$ cat src/design/utcld_pkg.sv
`timescale 1ns / 1ps
// Shared types, constants and BCD helpers for the UTC to local date and hour converter.
package utcld_pkg;

	// Calendar constants
	localparam logic [4:0] OFFSET_RESET  = 5'd8;
	localparam logic [7:0] HOURS_PER_DAY = 8'd24;
	localparam logic [7:0] CENTURY       = 8'd100;
	localparam logic [7:0] DAYS_28       = 8'd28;
	localparam logic [7:0] DAYS_29       = 8'd29;
	localparam logic [7:0] DAYS_30       = 8'd30;
	localparam logic [7:0] DAYS_31       = 8'd31;

	// Month numbers
	localparam logic [7:0] MONTH_JAN = 8'd1;
	localparam logic [7:0] MONTH_FEB = 8'd2;
	localparam logic [7:0] MONTH_APR = 8'd4;
	localparam logic [7:0] MONTH_JUN = 8'd6;
	localparam logic [7:0] MONTH_SEP = 8'd9;
	localparam logic [7:0] MONTH_NOV = 8'd11;
	localparam logic [7:0] MONTH_DEC = 8'd12;

	// Leading year digits for which the conversion applies
	localparam logic [3:0] LEAD_ONE = 4'd1;
	localparam logic [3:0] LEAD_TWO = 4'd2;

	// Input word
	typedef struct packed {
		logic [15:0] year_digits;
		logic [7:0]  month_digits;
		logic [7:0]  day_digits;
		logic [7:0]  hour_digits;
	} in_word_t;

	// Result word
	typedef struct packed {
		logic        valid_res;
		logic [15:0] local_year;
		logic [7:0]  local_month;
		logic [7:0]  local_day;
		logic [7:0]  local_hour;
	} out_word_t;

	// Decoded fields after the first stage
	typedef struct packed {
		logic       conv;
		in_word_t   raw;
		logic [5:0] yh;    // year / 100
		logic [7:0] yt;    // year % 100, may exceed 99 for out-of-range nibbles
		logic [7:0] month;
		logic [7:0] day;
		logic [7:0] hour;
	} dec_t;

	// Hour sum and month-end facts after the second stage
	typedef struct packed {
		logic       conv;
		in_word_t   raw;
		logic [5:0] yh;
		logic [7:0] yt;
		logic [7:0] month;
		logic [7:0] day;
		logic [7:0] hour;
		logic       roll;
		logic       last_day;
	} sum_t;

	// Binary local date after the third stage
	typedef struct packed {
		logic       conv;
		in_word_t   raw;
		logic [5:0] yh;
		logic [6:0] yt;
		logic [7:0] month;
		logic [7:0] day;
		logic [7:0] hour;
	} date_t;

	// Two BCD digits to binary, nibbles at face value
	function automatic logic [7:0] bcd2_value(input logic [7:0] d);
		logic [7:0] hi;
		logic [7:0] lo;
		hi = {4'd0, d[7:4]};
		lo = {4'd0, d[3:0]};
		return 8'((hi << 3) + (hi << 1) + lo);
	endfunction

	// Binary to two BCD digits, modulo 100
	function automatic logic [7:0] to_bcd2(input logic [7:0] v);
		logic [7:0] r;
		logic [3:0] tens;
		logic [7:0] units;
		if (v >= 8'd200)
			r = v - 8'd200;
		else if (v >= 8'd100)
			r = v - 8'd100;
		else
			r = v;
		tens = 4'd0;
		for (int k = 1; k <= 9; k++) begin
			if (r >= 8'(k * 10))
				tens = 4'(k);
		end
		units = r - 8'(({4'd0, tens} << 3) + ({4'd0, tens} << 1));
		return {tens, units[3:0]};
	endfunction

endpackage

$ cat src/design/utc_to_local_date_hour_core.sv
`timescale 1ns / 1ps
// Top level of the UTC to local date and hour converter.
// Takes one UTC timestamp word in every cycle in which start is high; busy is always low.
// Each word gives its result as a one-cycle done pulse with local_time, in input order,
// after the four pipeline stages (decode, hour sum and month length, date carry, BCD
// encode); a result must be taken in its done cycle. hour_offset resets to 8 and is
// written through cfg_wr_en and cfg_wr_data; the user must write it only while no word
// is in flight, as the block itself does not enforce this.
module utc_to_local_date_hour_core (
	input  logic                 clk,
	input  logic                 arst_n,
	input  logic                 start,
	output logic                 busy,
	input  utcld_pkg::in_word_t  stamp,
	output logic                 done,
	output utcld_pkg::out_word_t local_time,
	input  logic                 cfg_wr_en,
	input  logic [4:0]           cfg_wr_data
);

	logic [4:0]       offset_q;
	logic             vld_s1;
	logic             vld_s3;
	utcld_pkg::dec_t  dec_s1;
	utcld_pkg::date_t date_s3;

	// Accept a word in every cycle
	assign busy = 1'b0;

	// Hold the hour offset register
	always_ff @(posedge clk or negedge arst_n) begin
		if (!arst_n) begin
			offset_q <= utcld_pkg::OFFSET_RESET;
		end else begin
			if (cfg_wr_en) begin
				offset_q <= cfg_wr_data;
			end
		end
	end

	utcld_decode u_decode (
		.clk     (clk),
		.arst_n  (arst_n),
		.in_vld  (start && !busy),
		.in_word (stamp),
		.vld_s1  (vld_s1),
		.dec_s1  (dec_s1)
	);

	utcld_roll u_roll (
		.clk         (clk),
		.arst_n      (arst_n),
		.hour_offset (offset_q),
		.vld_s1      (vld_s1),
		.dec_s1      (dec_s1),
		.vld_s3      (vld_s3),
		.date_s3     (date_s3)
	);

	utcld_encode u_encode (
		.clk     (clk),
		.arst_n  (arst_n),
		.vld_s3  (vld_s3),
		.date_s3 (date_s3),
		.vld_s4  (done),
		.res_s4  (local_time)
	);

endmodule

$ cat src/design/utcld_decode.sv
`timescale 1ns / 1ps
// First stage: BCD fields to binary and check of the leading year digit.
module utcld_decode (
	input  logic                clk,
	input  logic                arst_n,
	input  logic                in_vld,
	input  utcld_pkg::in_word_t in_word,
	output logic                vld_s1,
	output utcld_pkg::dec_t     dec_s1
);

	utcld_pkg::dec_t dec_d;

	// Split the year into century and tail, decode the other fields
	always_comb begin
		dec_d.conv  = (in_word.year_digits[15:12] == utcld_pkg::LEAD_ONE) ||
			(in_word.year_digits[15:12] == utcld_pkg::LEAD_TWO);
		dec_d.raw   = in_word;
		dec_d.yh    = 6'(utcld_pkg::bcd2_value(in_word.year_digits[15:8]));
		dec_d.yt    = utcld_pkg::bcd2_value(in_word.year_digits[7:0]);
		dec_d.month = utcld_pkg::bcd2_value(in_word.month_digits);
		dec_d.day   = utcld_pkg::bcd2_value(in_word.day_digits);
		dec_d.hour  = utcld_pkg::bcd2_value(in_word.hour_digits);
	end

	// Advance the valid bit
	always_ff @(posedge clk or negedge arst_n) begin
		if (!arst_n) begin
			vld_s1 <= 1'b0;
		end else begin
			vld_s1 <= in_vld;
		end
	end

	// Hold the decoded word
	always_ff @(posedge clk) begin
		dec_s1 <= dec_d;
	end

endmodule

$ cat src/design/utcld_roll.sv
`timescale 1ns / 1ps
// Second and third stages: hour sum, month length and the day, month and year carry.
module utcld_roll (
	input  logic              clk,
	input  logic              arst_n,
	input  logic [4:0]        hour_offset,
	input  logic              vld_s1,
	input  utcld_pkg::dec_t   dec_s1,
	output logic              vld_s3,
	output utcld_pkg::date_t  date_s3
);

	utcld_pkg::sum_t  sum_d;
	utcld_pkg::sum_t  sum_s2;
	utcld_pkg::date_t date_d;
	logic             vld_s2;
	logic [7:0]       hsum;
	logic             leap;
	logic [7:0]       last;
	logic             year_inc;
	logic [7:0]       yt_inc;
	logic             cent_carry;

	// Add the offset, find the length of the month
	always_comb begin
		hsum = dec_s1.hour + {3'd0, hour_offset};
		leap = ((dec_s1.yt[1:0] == 2'd0) && (dec_s1.yt != 8'd0) &&
			(dec_s1.yt != utcld_pkg::CENTURY)) ||
			((dec_s1.yt == 8'd0) && (dec_s1.yh[1:0] == 2'd0)) ||
			((dec_s1.yt == utcld_pkg::CENTURY) && (dec_s1.yh[1:0] == 2'b11));
		if (dec_s1.month == utcld_pkg::MONTH_FEB)
			last = leap ? utcld_pkg::DAYS_29 : utcld_pkg::DAYS_28;
		else if ((dec_s1.month == utcld_pkg::MONTH_APR) ||
			(dec_s1.month == utcld_pkg::MONTH_JUN) ||
			(dec_s1.month == utcld_pkg::MONTH_SEP) ||
			(dec_s1.month == utcld_pkg::MONTH_NOV))
			last = utcld_pkg::DAYS_30;
		else
			last = utcld_pkg::DAYS_31;
		sum_d.conv     = dec_s1.conv;
		sum_d.raw      = dec_s1.raw;
		sum_d.yh       = dec_s1.yh;
		sum_d.yt       = dec_s1.yt;
		sum_d.month    = dec_s1.month;
		sum_d.day      = dec_s1.day;
		sum_d.roll     = hsum >= utcld_pkg::HOURS_PER_DAY;
		sum_d.hour     = sum_d.roll ? hsum - utcld_pkg::HOURS_PER_DAY : hsum;
		sum_d.last_day = dec_s1.day == last;
	end

	// Advance the date by one day where the hour rolled over
	always_comb begin
		date_d.conv  = sum_s2.conv;
		date_d.raw   = sum_s2.raw;
		date_d.hour  = sum_s2.hour;
		date_d.month = sum_s2.month;
		date_d.day   = sum_s2.day;
		year_inc     = 1'b0;
		if (sum_s2.roll) begin
			if (sum_s2.last_day) begin
				date_d.day = 8'd1;
				if (sum_s2.month == utcld_pkg::MONTH_DEC) begin
					date_d.month = utcld_pkg::MONTH_JAN;
					year_inc     = 1'b1;
				end else begin
					date_d.month = sum_s2.month + 8'd1;
				end
			end else begin
				date_d.day = sum_s2.day + 8'd1;
			end
		end
		// Fold the year tail back below one hundred
		yt_inc     = sum_s2.yt + {7'd0, year_inc};
		cent_carry = yt_inc >= utcld_pkg::CENTURY;
		date_d.yh  = sum_s2.yh + {5'd0, cent_carry};
		date_d.yt  = cent_carry ? 7'(yt_inc - utcld_pkg::CENTURY) : yt_inc[6:0];
	end

	// Advance the valid bits
	always_ff @(posedge clk or negedge arst_n) begin
		if (!arst_n) begin
			vld_s2 <= 1'b0;
			vld_s3 <= 1'b0;
		end else begin
			vld_s2 <= vld_s1;
			vld_s3 <= vld_s2;
		end
	end

	// Hold the stage words
	always_ff @(posedge clk) begin
		sum_s2  <= sum_d;
		date_s3 <= date_d;
	end

endmodule

$ cat src/design/utcld_encode.sv
`timescale 1ns / 1ps
// Fourth stage: binary local date back to BCD, or the input word passed through.
module utcld_encode (
	input  logic                 clk,
	input  logic                 arst_n,
	input  logic                 vld_s3,
	input  utcld_pkg::date_t     date_s3,
	output logic                 vld_s4,
	output utcld_pkg::out_word_t res_s4
);

	utcld_pkg::out_word_t res_d;

	// Encode the converted fields, or copy the input where no conversion applies
	always_comb begin
		res_d.valid_res = date_s3.conv;
		if (date_s3.conv) begin
			res_d.local_year  = {utcld_pkg::to_bcd2({2'd0, date_s3.yh}),
				utcld_pkg::to_bcd2({1'b0, date_s3.yt})};
			res_d.local_month = utcld_pkg::to_bcd2(date_s3.month);
			res_d.local_day   = utcld_pkg::to_bcd2(date_s3.day);
			res_d.local_hour  = utcld_pkg::to_bcd2(date_s3.hour);
		end else begin
			res_d.local_year  = date_s3.raw.year_digits;
			res_d.local_month = date_s3.raw.month_digits;
			res_d.local_day   = date_s3.raw.day_digits;
			res_d.local_hour  = date_s3.raw.hour_digits;
		end
	end

	// Advance the valid bit
	always_ff @(posedge clk or negedge arst_n) begin
		if (!arst_n) begin
			vld_s4 <= 1'b0;
		end else begin
			vld_s4 <= vld_s3;
		end
	end

	// Hold the result word
	always_ff @(posedge clk) begin
		res_s4 <= res_d;
	end

endmodule

$ cat config.mk
export PLATFORM = sky130hd
export DESIGN_NAME = utc_to_local_date_hour_core
export DESIGN_NICKNAME = d
export VERILOG_FILES = /design/src/design/utcld_pkg.sv /design/src/design/utc_to_local_date_hour_core.sv /design/src/design/utcld_decode.sv /design/src/design/utcld_roll.sv /design/src/design/utcld_encode.sv
export SDC_FILE = /design/constraint.sdc
export NUM_CORES = 1
export LEC_CHECK = 0
export BUFFER_PORTS_ARGS = -buffer_cell sky130_fd_sc_hd__buf_2
export CAP_MARGIN = 20
export CORE_MARGIN = 2
export CORE_UTILIZATION = 24
export DETAILED_ROUTE_END_ITERATION = 16
export PLACE_DENSITY = 0.4
export SYNTH_ARGS = -nofsm -noshare
export SYNTH_HDL_FRONTEND = slang
export SYNTH_SLANG_ARGS = --single-unit
$ cat constraint.sdc
create_clock -name clk -period 4.1 [get_ports clk]
set_input_delay 1.025 -clock clk [delete_from_list [all_inputs] [get_ports clk]]
set_output_delay 1.025 -clock clk [all_outputs]
set_load 0.02 [all_outputs]
* Yosys cells after proc, flatten, opt, wreduce, memory -nomap -nowiden
Index checks and enable logic that the tools add are counted.
** Word-level totals
- Word-level logic and storage cells :: 234
- Input bits :: 49
- Output and inout bits :: 43
- Register bits :: 288
** Cells by class
- Mux-type cells :: 76
- Magnitude comparators :: 55
- Equality and inequality tests :: 12
- Reductions and logical operators :: 14
- Add/subtract/negate cells :: 35
** Operators with widths (number)
- 8-bit by 7-bit greater-or-equal comparator with 1-bit output, second input constant :: 19
- 8-bit two-way mux :: 18
- 8-bit by 6-bit greater-or-equal comparator with 1-bit output, second input constant :: 15
- 8-bit by 5-bit greater-or-equal comparator with 1-bit output, second input constant :: 11
- 4-bit two-way mux :: 21
- 3-bit two-way mux :: 16
- 8-bit by 4-bit greater-or-equal comparator with 1-bit output, second input constant :: 5
- 40-bit two-way mux :: 1
- 7-bit by 5-bit adder with 8-bit output :: 4
- 8-bit by 4-bit adder with 8-bit output :: 4
- 8-bit by 4-bit equality test with 1-bit output, second input constant :: 3
- 8-bit greater-or-equal comparator, second input constant :: 3
- 8-bit by 7-bit subtractor with 8-bit output, second input constant :: 3
- 8-bit subtractor, second input constant :: 3
- 4-bit adder :: 5
- 4-bit subtractor :: 5
- 8-bit by 1-bit adder with 8-bit output, second input constant :: 2
- 8-bit by 3-bit equality test with 1-bit output, second input constant :: 2
- 16-bit two-way mux :: 1
- 2-bit two-way mux :: 8
- 1-bit two-way mux :: 10
- 8-bit by 1-bit adder with 8-bit output :: 1
- 8-bit by 5-bit adder with 8-bit output :: 1
- 8-bit by 2-bit equality test with 1-bit output, second input constant :: 1
- 21 further kinds :: 30

* Depth between registers and ports, before layout
- Depth in word-level cells :: 18
- Mapped depth :: 18
- Mapped depth without buffers :: 17

* By module
From an unflattened synthesis, not the netlist that was laid out.
** Second synthesis, totals
- Cell total of the unflattened synthesis :: 1141
- Area, all modules :: 11820.1 um2
** By module, submodules not included
- utcld_roll :: cells an instance 378, area each 4705.8 um2, seq. area each 3233.1 um2, times used 1
- utcld_encode :: cells an instance 541, area each 4277.9 um2, seq. area each 845.8 um2, times used 1
- utcld_decode :: cells an instance 210, area each 2642.5 um2, seq. area each 1506.4 um2, times used 1
- utc_to_local_date_hour_core :: cells an instance 12, area each 193.9 um2, seq. area each 126.4 um2, times used 1

* Least setup slack after synthesis
OpenSTA, ideal clock, no wires.
- Kind :: flip-flop to flip-flop
- From :: register u_roll.date_d[53] (netlist name)
- To :: register u_roll.date_s3[33] (netlist name)
- Cell stages (with the launch flop) :: 16
- Clock period less this slack :: 3.687 ns
- Slack :: 0.413 ns
- Required time :: 3.978 ns
- Path buffers :: 0
- Data arrival time :: 3.564 ns
- Setup time :: 0.122 ns
- Cells stage by stage :: dfxtp_1 -> inv_1 -> ha_1 -> or4b_2 -> nor4_1 -> ha_1 -> ha_1 -> nand3_1 -> xor2_1 -> a31oi_1 -> maj3_1 -> o21ai_0 -> inv_1 -> ha_1 -> ha_1 -> xor2_1

==> results.ini <==
[place]
port_buffers=90
placed_cells_incl_taps=1719
dpl.hpwl_um=17800
placed_area_um2=12300
place_congestion=0.788

[pwr]
switchingPower_mw=3.49
combPwrFrac_pct=35.0
p_per_area_nw_per_um2=730
ir_drop_mv=0.328
p_seq_share_pct=36.0
switching_share_pct=35.6
p_clk_share_pct=29.0
p_leak_nw=5.70
p_int_mw=6.30

[route]
ant_nets=0
routed_wl_um=23800
via_per_inst=4.25
detail_route.iter0.violations=361
post_drt_wl_per_cell_um=13.4
wl_met1_um=11400
dr_wl_met2_um=10700
drt-pass1-iter-count=4
routed.top_layer=met5
drc=0
wl_met3_um=1150
routed-via-count=7547

[global_routing]
antenna_found_initial=2
globalRouteTotalUtil_pct=9.83
grt_max_degree=56
overflow=0
grt_pass1_vias=7300
grt_pass1_wl_um=38200

[worst_setup_path]
path_cells=inv_1 > ha_1 > a2111o_1 > and3_1 > nand2_4 > and3b_1 > nor2_1 > maj3_1 > o22ai_1 > ha_1 > inv_1 > a2111oi_0 > nand4b_1 > and3_1 > o31ai_2
worst-setup-path-type=reg2reg
startpoint_type=register
worst-path-max-fanout=8
cpPeakStageDelay_ns=0.52
reg2reg_depth=15
slowest_stage=dfxtp_1
crit_required_ns=4.53
endpoint_kind=register
ff2ff_setup_slack_ns=0.30
cp.arrival_ns=4.23

[floorplan]
dieHeight_um=220
placeableCoreArea_um2=46300
ioPinCount=92
die_w_um=220
dieArea_um2=48400
initial_core_util_pct=24.2
rows=79

[clock_network]
numCtsBuffers=31
ctsResizeCount=0
htree_levels=1
cts_tree=done
cts_buffer_depth=3
cts_hold_buf=0
clk_pin_slew_ns=0.07
cts_num_sinks=279
clk_latency_ns=0.56
cts_post_setup_buffers_inserted=0
cts-root-buf=clkbuf_16

[sta]
max_freq_mhz=263
rsz0062_at_grt=false
finalHoldViolCount=0
post-route-period-util_pct=92.8
finalMaxSlewViolations=0
setup_viol=0
timing.slew.headroom_pct=36.8
period_minus_slack_ns=3.80
skew_ns=0.0171
worst_slew_pin_slew_ns=0.949
setup_tns_ns=0

[logic_synthesis]
syn-cell-area_um2=11200
synth_top_family_by_area=compound AO/OA/AOI/OAI gates
synthCells=1042
synthSimpleGateAreaFrac_pct=11.0
yosysTopAreaCellShare_pct=48.3
synth.area.mux_share_pct=2.67
synthArstFlopShare_pct=3.23
synth_cell_types=88
yosys_warnings=0
synth_nets=1198
synth_top_area_cell=dfxtp_1
synth-xor-area-share_pct=5.23
synth_compound_area_share_pct=14.9
synth_fa_ha_area_share_pct=13.1
synth-seq-area-share_pct=50.3
synth_area_leaders=dfxtp_1 48%, ha_1 11%, xnor2_1 3.4%
syn_area_per_cell_um2=10.7
synth_edf_count=0
synth_flop_cell=dfxtp_1
synth_seq_cells=279

[layout]
antenna_cells=0
layoutNonFillerInstCount=1776
layout_commonest_cell=dfxtp_1
layout.nets=1301
utilization_pct=29.0
layout-drive-gt1-share_pct=17.3
area_growth_pct=19.7
layout_common_cells=269 x dfxtp_1, 96 x ha_1, 90 x buf_2
final_area_um2=13400

[run_status]
status=complete, no violations

[worst_hold_path]
hp-class=in2async

[flow_run]
maxCapViolations=0

[registers in the layout, indices dropped and copies added (netlist names)]
name and flops:
offset_q 5, u_roll.vld_s2 1, u_roll.date_s3 78, u_roll.date_d 49
u_roll.vld_s3 1, u_decode.dec_s1 74, u_encode.res_s4 41, u_roll.sum_s2 28
u_decode.vld_s1 1, u_encode.vld_s4 1
[synthesized netlist by cell type, drive strengths merged (11+ instances only)]
library cell	count
a21o	14
a21oi	57
a31oi	13
and2	13
clkbuf	19
dfxtp	270
fa	11
ha	96
inv	52
mux2	23
nand2	59
nand3	31
nor2	59
nor3	15
o21ai	43
xnor2	43
xor2	23
[power groups by stage]
stage / Combinational, mW / Clock (mW) / Sequential [mW]
floorplan: 2.62 / 0 / 3.52
global placement: 3.43 / 0 / 3.58
detailed placement: 3.43 / 0 / 3.58
CTS: 3.45 / 2.95 / 3.53
global route: 3.87 / 3.07 / 3.59
finish: 3.42 / 2.84 / 3.52
[final timing paths]
check	from	to
hold reg to reg	u_roll.date_d[54]	u_roll.date_s3[54]
min in group clk	u_roll.date_d[54]	u_roll.date_s3[54]
setup / recovery	u_roll.date_s3[17]	u_encode.res_s4[19]
hold / removal	arst_n	offset_q[1]
setup reg to reg	u_roll.date_s3[17]	u_encode.res_s4[19]
max in group asynchronous	arst_n	offset_q[3]
[routing by layer]
metal  track usage (%)  vias to the layer above
met5                 0                        -
met4              3.06                        4
met3              1.89                       37
met2              16.0                      146
met1              13.1                     3445
li1                  -                     3915
[per-stage QoR]
step	hold WS, ns	setup WS, ns	total power [mW]
floorplan	0.310	0.413	6.14
global placement	0.310	0.243	7.01
detailed placement	0.312	0.166	7.02
CTS	0.269	0.154	9.94
global route	0.274	0.0106	10.5
finish	0.303	0.297	9.79
[worst max-delay path, delay by kind of cell (launching register included)]
family                     cells  cell delay [ns]
and+or+nand+nor                6             1.30
AOI/OAI and AO/OA              4             0.94
adders and majority gates      3             0.78
DFF                            1             0.52
buffers and inverters          2             0.15
[logic make-up after synthesis]
family,Yosys count
other,1
flip-flops,279
AND/OR/NAND/NOR,245
adder cells (fa/ha/maj),111
multiplexers,27
XOR/XNOR,66
AO/OA/AOI/OAI,234
buffers and inverters,79
[layout make-up]
type,instances,area (um2)
inverters,52,195
fillers,4844,32900
repair buffers,97,503
flip-flops and latches,279,5630
clock buffers,38,832
clock inverters,19,230
multi-input cells,684,5250
well taps,607,759
No activity file was read; power rests on OpenSTA's default activity.
